File: src/rtl/core/gmdc_pkg.sv
// gmdc_pkg: request codes, wall masks, direction codes and small helpers
// for the grid maze carver
// no dependencies
package gmdc_pkg;

	// request codes
	localparam logic [1:0] REQ_RESTART = 2'd0;
	localparam logic [1:0] REQ_STEP    = 2'd1;
	localparam logic [1:0] REQ_READ    = 2'd2;
	localparam logic [1:0] REQ_NONE    = 2'd3;

	// direction codes; opposite direction is the code with bit 0 flipped
	localparam logic [1:0] DIR_NORTH = 2'd0;
	localparam logic [1:0] DIR_SOUTH = 2'd1;
	localparam logic [1:0] DIR_EAST  = 2'd2;
	localparam logic [1:0] DIR_WEST  = 2'd3;

	// wall bits of a cell
	localparam logic [3:0] W_NORTH   = 4'b0001;
	localparam logic [3:0] W_SOUTH   = 4'b0010;
	localparam logic [3:0] W_EAST    = 4'b0100;
	localparam logic [3:0] W_WEST    = 4'b1000;
	localparam logic [3:0] WALLS_ALL = 4'b1111;

	// wall bit that faces a direction
	function automatic logic [3:0] wall_of(input logic [1:0] dir);
		logic [3:0] m;
		unique case (dir)
			DIR_NORTH: m = W_NORTH;
			DIR_SOUTH: m = W_SOUTH;
			DIR_EAST:  m = W_EAST;
			DIR_WEST:  m = W_WEST;
		endcase
		return m;
	endfunction

	// neighbour probe order: west, east, north, south
	function automatic logic [1:0] probe_dir(input logic [1:0] idx);
		logic [1:0] d;
		unique case (idx)
			2'd0: d = DIR_WEST;
			2'd1: d = DIR_EAST;
			2'd2: d = DIR_NORTH;
			2'd3: d = DIR_SOUTH;
		endcase
		return d;
	endfunction

	// 16-bit value modulo 3: base-4 digits sum, since 4 is 1 mod 3
	function automatic logic [1:0] mod3(input logic [15:0] v);
		logic [4:0] s;
		logic [2:0] t;
		s = '0;
		for (int i = 0; i < 8; i++) begin
			s = s + 5'(v[2*i +: 2]);
		end
		t = 3'(s[1:0]) + 3'(s[3:2]) + 3'(s[4]);
		if (t >= 3'd6) begin
			t = t - 3'd6;
		end else if (t >= 3'd3) begin
			t = t - 3'd3;
		end
		return t[1:0];
	endfunction

endpackage

File: src/rtl/core/grid_maze_dfs_carver_unit.sv
// grid_maze_dfs_carver_unit: depth-first maze carver over a square grid,
// walls and path stack held in synchronous memories with registered reads
// depends on gmdc_pkg
// one transaction in flight, in_ready returns with out_valid
// restart: a sweep over all 4**$clog2(GRID_SIDE) wall entries (256 at a 16 side)
// rewrites each to four walls, one per cycle on the single write port
// reset (arst_n low) clears control state and runs the same sweep before
// the first transaction is taken; the path stack is never cleared
module grid_maze_dfs_carver_unit
	import gmdc_pkg::*;
#(
	parameter int GRID_SIDE   = 16,
	parameter int STACK_DEPTH = 256
) (
	input  logic        clk,
	input  logic        arst_n,
	// request channel
	input  logic        in_valid,
	output logic        in_ready,
	input  logic [1:0]  req_type,
	input  logic [3:0]  cell_row,
	input  logic [3:0]  cell_col,
	input  logic [15:0] random_word,
	// result channel
	output logic        out_valid,
	input  logic        out_ready,
	output logic [3:0]  cell_walls,
	output logic [3:0]  pos_row,
	output logic [3:0]  pos_col,
	output logic        carved,
	output logic [1:0]  carve_dir,
	output logic        done_res
);

	// coordinate, cell address, stack index and stack count widths
	localparam int CW  = (GRID_SIDE > 1) ? $clog2(GRID_SIDE) : 1;
	localparam int AW  = 2 * CW;
	localparam int SAW = $clog2(STACK_DEPTH);
	localparam int SCW = $clog2(STACK_DEPTH + 1);
	localparam logic [CW:0]    SIDE_C  = (CW + 1)'(GRID_SIDE);
	localparam logic [SCW-1:0] DEPTH_C = SCW'(STACK_DEPTH);
	localparam logic [SAW-1:0] TOP_IDX = SAW'(STACK_DEPTH - 1);

	typedef enum logic [2:0] {
		ST_CLEAR,
		ST_IDLE,
		ST_PROBE,
		ST_PICK,
		ST_CARVE,
		ST_POPWAIT,
		ST_RDWAIT,
		ST_EMIT
	} state_t;

	// fold a 4-bit coordinate into the grid
	function automatic logic [CW-1:0] fold(input logic [3:0] v);
		logic [7:0] t;
		t = 8'(v);
		for (int i = 0; i < 8; i++) begin
			if (t >= 8'(GRID_SIDE)) begin
				t = t - 8'(GRID_SIDE);
			end
		end
		return CW'(t);
	endfunction

	// memories: walls per cell {row,col}, path stack of cell addresses
	logic [3:0]    wall_mem [2**AW];
	logic [AW-1:0] stack_mem [STACK_DEPTH];

	state_t          state_q;
	logic [AW-1:0]   clr_q;
	logic            restart_q;
	logic [SCW-1:0]  count_q;
	logic [CW-1:0]   here_row_q, here_col_q;
	logic [15:0]     rnd_q;
	logic [2:0]      probe_q;
	logic [3:0]      from_walls_q;
	logic [3:0]      live_q;
	logic [1:0]      mv_dir_q;
	logic [CW-1:0]   mv_row_q, mv_col_q;
	logic [3:0]      res_walls_q;
	logic            res_carved_q;
	logic [1:0]      res_dir_q;
	logic [3:0]      wall_rdata_q;
	logic [AW-1:0]   stack_rdata_q;

	// result register
	logic            out_valid_q;
	logic [3:0]      cell_walls_q, pos_row_q, pos_col_q;
	logic            carved_q, done_q;
	logic [1:0]      carve_dir_q;

	// memory port controls
	logic            wall_we;
	logic [AW-1:0]   wall_waddr, wall_raddr;
	logic [3:0]      wall_wdata;
	logic            stack_we;
	logic [SAW-1:0]  stack_waddr, stack_raddr;
	logic [AW-1:0]   stack_wdata;

	logic            in_acc;
	logic [CW-1:0]   in_row_m, in_col_m;
	logic [AW-1:0]   here_addr;
	logic [CW-1:0]   nbr_row [4];
	logic [CW-1:0]   nbr_col [4];
	logic [3:0]      nbr_ok;
	logic [1:0]      probe_idx;
	logic [1:0]      live_idx;
	logic [2:0]      live_n;
	logic [1:0]      sel;
	logic [1:0]      pick;
	logic [1:0]      seen;
	logic            found;
	logic [1:0]      pick_dir;
	logic [SAW-1:0]  push_idx;

	assign in_ready  = (state_q == ST_IDLE);
	assign in_acc    = in_valid && in_ready;
	assign in_row_m  = fold(cell_row);
	assign in_col_m  = fold(cell_col);
	assign here_addr = {here_row_q, here_col_q};
	assign probe_idx = probe_q[1:0];
	assign live_idx  = 2'(probe_q - 3'd1);

	// push goes above the top, or replaces the top when the stack is full
	assign push_idx = (count_q < DEPTH_C) ? count_q[SAW-1:0] : TOP_IDX;

	// neighbours of the current cell, in probe order, with grid-edge checks
	always_comb begin
		nbr_row[0] = here_row_q;
		nbr_col[0] = here_col_q - CW'(1);
		nbr_ok[0]  = (here_col_q != '0);
		nbr_row[1] = here_row_q;
		nbr_col[1] = here_col_q + CW'(1);
		nbr_ok[1]  = (({1'b0, here_col_q} + (CW + 1)'(1)) < SIDE_C);
		nbr_row[2] = here_row_q - CW'(1);
		nbr_col[2] = here_col_q;
		nbr_ok[2]  = (here_row_q != '0);
		nbr_row[3] = here_row_q + CW'(1);
		nbr_col[3] = here_col_q;
		nbr_ok[3]  = (({1'b0, here_row_q} + (CW + 1)'(1)) < SIDE_C);
	end

	// choose among the unvisited neighbours: random draw modulo their count
	always_comb begin
		live_n = 3'($countones(live_q));
		unique case (live_n)
			3'd4:    sel = rnd_q[1:0];
			3'd3:    sel = mod3(rnd_q);
			3'd2:    sel = {1'b0, rnd_q[0]};
			default: sel = 2'd0;
		endcase
		seen  = 2'd0;
		found = 1'b0;
		pick  = 2'd0;
		for (int k = 0; k < 4; k++) begin
			if (live_q[k]) begin
				if (!found && seen == sel) begin
					pick  = 2'(k);
					found = 1'b1;
				end
				seen = seen + 2'd1;
			end
		end
		pick_dir = probe_dir(pick);
	end

	// memory port steering per state
	always_comb begin
		wall_we     = 1'b0;
		wall_waddr  = here_addr;
		wall_wdata  = WALLS_ALL;
		wall_raddr  = here_addr;
		stack_we    = 1'b0;
		stack_waddr = push_idx;
		stack_wdata = here_addr;
		stack_raddr = SAW'(count_q - SCW'(2));
		unique case (state_q)
			ST_CLEAR: begin
				// sweep entry by entry; last cycle also pushes a restart cell
				wall_we    = 1'b1;
				wall_waddr = clr_q;
				stack_we   = restart_q && (clr_q == '1);
			end
			ST_IDLE: begin
				if (req_type == REQ_READ) begin
					wall_raddr = {in_row_m, in_col_m};
				end
			end
			ST_PROBE: begin
				if (probe_q != 3'd4) begin
					wall_raddr = {nbr_row[probe_idx], nbr_col[probe_idx]};
				end
			end
			ST_PICK: begin
				// open the wall on the side of the cell we leave
				wall_we    = (live_n != 3'd0);
				wall_wdata = from_walls_q & ~wall_of(pick_dir);
			end
			ST_CARVE: begin
				// open the facing wall of the new cell and push it
				wall_we     = 1'b1;
				wall_waddr  = {mv_row_q, mv_col_q};
				wall_wdata  = WALLS_ALL & ~wall_of(mv_dir_q ^ 2'b01);
				stack_we    = 1'b1;
				stack_wdata = {mv_row_q, mv_col_q};
			end
			ST_POPWAIT: begin
				wall_raddr = stack_rdata_q;
			end
			ST_RDWAIT, ST_EMIT: begin
			end
		endcase
	end

	// wall memory, one write and one registered read per cycle
	always_ff @(posedge clk) begin
		if (wall_we) begin
			wall_mem[wall_waddr] <= wall_wdata;
		end
		wall_rdata_q <= wall_mem[wall_raddr];
	end

	// path stack memory
	always_ff @(posedge clk) begin
		if (stack_we) begin
			stack_mem[stack_waddr] <= stack_wdata;
		end
		stack_rdata_q <= stack_mem[stack_raddr];
	end

	// sequencer and result register
	always_ff @(posedge clk or negedge arst_n) begin
		if (!arst_n) begin
			state_q     <= ST_CLEAR;
			clr_q       <= '0;
			restart_q   <= 1'b0;
			count_q     <= '0;
			here_row_q  <= '0;
			here_col_q  <= '0;
			probe_q     <= '0;
			out_valid_q <= 1'b0;
		end else begin
			// the emit state reloads the result register itself
			if (out_valid_q && out_ready && state_q != ST_EMIT) begin
				out_valid_q <= 1'b0;
			end
			unique case (state_q)
				ST_CLEAR: begin
					clr_q <= clr_q + AW'(1);
					if (clr_q == '1) begin
						if (restart_q) begin
							// start cell pushed this cycle
							restart_q    <= 1'b0;
							count_q      <= SCW'(1);
							res_walls_q  <= WALLS_ALL;
							res_carved_q <= 1'b0;
							res_dir_q    <= DIR_NORTH;
							state_q      <= ST_EMIT;
						end else begin
							state_q <= ST_IDLE;
						end
					end
				end
				ST_IDLE: begin
					if (in_acc) begin
						rnd_q <= random_word;
						unique case (req_type)
							REQ_RESTART: begin
								here_row_q <= in_row_m;
								here_col_q <= in_col_m;
								count_q    <= '0;
								clr_q      <= '0;
								restart_q  <= 1'b1;
								state_q    <= ST_CLEAR;
							end
							REQ_STEP: begin
								// empty stack: report the current cell only
								if (count_q == '0) begin
									state_q <= ST_RDWAIT;
								end else begin
									probe_q <= '0;
									state_q <= ST_PROBE;
								end
							end
							REQ_READ, REQ_NONE: begin
								state_q <= ST_RDWAIT;
							end
						endcase
					end
				end
				ST_PROBE: begin
					// read data is registered behind its address: current cell, then neighbours
					probe_q <= probe_q + 3'd1;
					if (probe_q == 3'd0) begin
						from_walls_q <= wall_rdata_q;
					end else begin
						live_q[live_idx] <= (wall_rdata_q == WALLS_ALL) && nbr_ok[live_idx];
					end
					if (probe_q == 3'd4) begin
						state_q <= ST_PICK;
					end
				end
				ST_PICK: begin
					if (live_n != 3'd0) begin
						mv_dir_q <= pick_dir;
						mv_row_q <= nbr_row[pick];
						mv_col_q <= nbr_col[pick];
						state_q  <= ST_CARVE;
					end else begin
						// dead end: pop, then return to the new top if any
						count_q <= count_q - SCW'(1);
						if (count_q > SCW'(1)) begin
							state_q <= ST_POPWAIT;
						end else begin
							res_walls_q  <= from_walls_q;
							res_carved_q <= 1'b0;
							res_dir_q    <= DIR_NORTH;
							state_q      <= ST_EMIT;
						end
					end
				end
				ST_CARVE: begin
					here_row_q <= mv_row_q;
					here_col_q <= mv_col_q;
					if (count_q < DEPTH_C) begin
						count_q <= count_q + SCW'(1);
					end
					res_walls_q  <= WALLS_ALL & ~wall_of(mv_dir_q ^ 2'b01);
					res_carved_q <= 1'b1;
					res_dir_q    <= mv_dir_q;
					state_q      <= ST_EMIT;
				end
				ST_POPWAIT: begin
					// stack top is here; its walls are read this cycle
					here_row_q <= stack_rdata_q[AW-1:CW];
					here_col_q <= stack_rdata_q[CW-1:0];
					state_q    <= ST_RDWAIT;
				end
				ST_RDWAIT: begin
					res_walls_q  <= wall_rdata_q;
					res_carved_q <= 1'b0;
					res_dir_q    <= DIR_NORTH;
					state_q      <= ST_EMIT;
				end
				ST_EMIT: begin
					// load the result once the previous transaction has left
					if (!out_valid_q || out_ready) begin
						out_valid_q  <= 1'b1;
						cell_walls_q <= res_walls_q;
						pos_row_q    <= 4'(here_row_q);
						pos_col_q    <= 4'(here_col_q);
						carved_q     <= res_carved_q;
						carve_dir_q  <= res_dir_q;
						done_q       <= (count_q == '0);
						state_q      <= ST_IDLE;
					end
				end
			endcase
		end
	end

	assign out_valid  = out_valid_q;
	assign cell_walls = cell_walls_q;
	assign pos_row    = pos_row_q;
	assign pos_col    = pos_col_q;
	assign carved     = carved_q;
	assign carve_dir  = carve_dir_q;
	assign done_res   = done_q;

endmodule

File: config.mk
export PLATFORM = sky130hd
export DESIGN_NAME = grid_maze_dfs_carver_unit
export DESIGN_NICKNAME = d
export VERILOG_FILES = /design/src/rtl/core/gmdc_pkg.sv /design/src/rtl/core/grid_maze_dfs_carver_unit.sv
export SDC_FILE = /design/constraint.sdc
export NUM_CORES = 2
export LEC_CHECK = 0
export CAP_MARGIN = 20
export CELL_PAD_IN_SITES_DETAIL_PLACEMENT = 1
export CELL_PAD_IN_SITES_GLOBAL_PLACEMENT = 2
export CORE_UTILIZATION = 49
export DETAILED_ROUTE_END_ITERATION = 12
export DONT_BUFFER_PORTS = 1
export PLACE_DENSITY = 0.79
export SLEW_MARGIN = 40
export SYNTH_ARGS = -nofsm -noshare
export SYNTH_HDL_FRONTEND = slang
export SYNTH_SLANG_ARGS = --single-unit
File: constraint.sdc
create_clock -name clk -period 34.7 [get_ports clk]
set_clock_uncertainty 0.1 [all_clocks]
set_input_delay 5.205 -clock clk [delete_from_list [all_inputs] [get_ports clk]]
set_output_delay 5.205 -clock clk [all_outputs]
set_load 0.01 [all_outputs]
==> metrics.md <==
| Metric | Value |
|---|---|
| Yosys warns | 0 |
| Num CTS Buffers | 342 |
| Reg2Reg Setup Slack | 25500 ps |
| Vias in the first global route | 70500 |
| Critical path arrival | 9680 ps |
| Core area | 0.257 mm² |
| WHS | 329 ps |
| Reg2reg end | wall_mem[32][3] |
| Min cycle time layout | 9200 ps |
| Layout cells sized above 1 | 19.3% |
| TritonCTS Sinks | 3174 |
| Peak VDD IR | 0.119 mV |
| Clock tree from TritonCTS | built |
| Largest net degree at the start of global routing | 193 |
| GRT Residual Overflow | 0 |
| Hold crit path type | flop to flop |
| Hold Crit Endpoint | cell_walls[1] |
| Syn Std Cell Area | 0.127 mm² |
| Fin. max-slew vios | 0 |
| Normalized max-slew margin | 37.4% |
| Register area | 0.0950 mm² |
| Final core occ | 55.3% |
| CP Capture Type | flop |
| Area leader, netlist | edfxtp_1 |
| Chip Width | 511 µm |
| Post-route setup TNS | 0 ps |
| Worst-Skew Late Latency | 970 ps |
| Top post-synthesis cells by area | edfxtp_1 74%, mux4_2 12%, nand2_1 3.0% |
| Worst setup path startpoint | rnd_q[1] |
| Net count, final | 7324 |
| Commonest non-fill, non-tap cell in the layout | edfxtp_1 |
| Area taken by multi-input logic gates | 0.0305 mm² |
| Detailed-route via count | 67700 |
| H-tree depth | 5 |
| Final ANT Viol Nets | 0 |
| DRC | 0 |
| Crit path top cell by count | fa_1 |
| # rows | 186 |
| Starting Density | 49.4% |
| Hold Path Origin | res_walls_q[1] |
| Hold buffer count at cts | 0 |
| Leakage power total | 45.0 nW |
| Share of the synthesized area in the top cell type | 74.0% |
| Peak Freq | 109 MHz |
| Drt wl/cell | 31.2 µm |
| GP Congestion | 0.817 |
| DPL Wire Length | 204000 µm |
| WHS Path Cells | 0 |
| RSZ-0062 raised after global routing | no |
| Die height | 511 µm |
| Mapped Cells | 7218 |
| FILL cells | 22900 |
| CP Class | flop to flop |
| Synthesized Nets | 7294 |
| Crit-path max FO | 90 |
| Area Growth Syn to Fin | 12.0% |
| Outcome | finished, final reports clean |
| Number of DRC violations after detailed-routing iteration 0 | 7250 |
| Clock Tree Buf Depth | 4 |
| Routed wire length | 339000 µm |
| Final worst setup slack | 25500 ps |
| Flops & latches, synth | 3174 |
| Port bufs | 0 |
| Clock slew at reported path FFs | 60 ps |
| CP max stage cell | buf_4 |
| Initial antenna violation count | 13 |
| Total of max-cap violations | 0 |
| Die Area | 0.261 mm² |
| DRT Pass-1 Iters | 5 |
| First-pass GRT wire length | 495000 µm |
| Postcts setup bufs | 0 |
| Worst-Margin Slew | 940 ps |
| Clock Tree Root | clkbuf_16 |
| Fin. Hold Viols | 0 |
| Setup crit start kind | flop |
| Seq/Total Area, Yosys | 74.8% |
| Async set-reset flop share out of synthesis | 1.04% |
| Final-report setup violation count | 0 |
| Setup WS pre-CTS | 24400 ps |
| Most used flip-flop cell after synthesis | edfxtp_1 |
| Commonest non-fill, non-tap cells in the layout | 3129 x edfxtp_1, 983 x nand2_1, 672 x mux4_2 |
| Number of gates resized after CTS | 0 |
| # IOs | 48 |
| Post-synth EDFFs | 3129 |
| Pwr/cell area | 105 mW/mm² |
| Reg-to-Reg Start | rnd_q[1] |
| Via-to-Cell Ratio | 6.22 |
| Worst-case reg-to-reg path depth | 25 |
| Largest stage delay on the critical path | 740 ps |
| Gr usage total | 25.9% |
| Fin crit share | 26.5% |
| Synth cell types | 86 |
| Avg Cell Area, Syn | 17.6 µm² |
| Req. time, crit path | 35180 ps |
-- routing by layer --
layer	vias up	GRT usage (%)	wire length [µm]
met2	2607	42.7	168000
met1	36100	36.0	138000
met5	-	0	26
met3	541	3.62	22600
met4	4	8.11	10300
li1	28500	-	-
-- Yosys cell counts, drive strengths merged, types with 32 or more instances --
cell type / number
edfxtp: 3129
nand2: 1001
mux4: 672
nor2: 590
nand3: 392
buf: 244
clkbuf: 209
mux2i: 104
a21oi: 100
a311oi: 64
o21ai: 62
a31oi: 60
and3: 60
inv: 55
o211ai: 37
a211oi: 36
dfrtp: 33
nand4: 33
ha: 32
-- cell type report --
type | count | share of cell area, %
multi-input combinational | 3535 | 21.4
timing repair buffer | 139 | 1.16
clock inverter | 164 | 1.10
inverter | 56 | 0.148
antenna | 3 | 0.00528
clock buffer | 428 | 6.37
tap | 3384 | 2.98
sequential | 3174 | 66.8
-- how the worst max path moves through the flow --
stage	to	slack, ps	cells after the start
global route	wall_mem[131][2]	25030	26
CTS	wall_rdata_q[3]	25360	12
detailed placement	wall_rdata_q[3]	24400	12
global placement	wall_rdata_q[3]	24530	12
finish	wall_mem[32][3]	25500	25
floorplan	wall_mem[0][1]	9110	24
-- state kept, by name, summed over array words and instances (netlist names), 8 cells and up --
signal / count
count_q: 9
rnd_q: 16
stack_mem: 2048
stack_rdata_q: 8
wall_mem: 1024
clr_q: 8
-- cells by family after synthesis --
family / share of synthesized area, %
buf+inv: 1.69
compound gates: 2.60
mux: 12.8
xor+xnor: 0.193
fa+ha+maj: 0.544
flops: 74.8
simple gates: 7.39
-- worst max-delay path, delay by kind of cell, from the launching register on --
family,cells,cell delay [ps]
AO/OA/AOI/OAI,5,1250
XOR/XNOR,1,210
adder cells (fa/ha/maj),10,4220
buffers and inverters,6,1650
flip-flops,1,400
AND/OR/NAND/NOR,3,910
-- power by group --
| part | internal (mW) | leakage [nW] | switching, mW |
|---|---|---|---|
| sequential | 5.02 | 28.6 | 0.0897 |
| combinational | 2.05 | 11.2 | 4.23 |
| clock | 2.05 | 5.18 | 1.46 |
| total | 9.12 | 45.0 | 5.78 |
-- metrics by stage --
step                      total power, mW  instance area [µm²]  std cells
after floorplan                      9.28               127000       7218
after global placement               11.2               131000      10300
after detailed placement             11.4               131000      10300
after CTS                            14.9               142000      10900
after global routing                 15.4               142000      10900
final                                14.9               142000      10900
No activity file was read; power rests on OpenSTA's default activity.
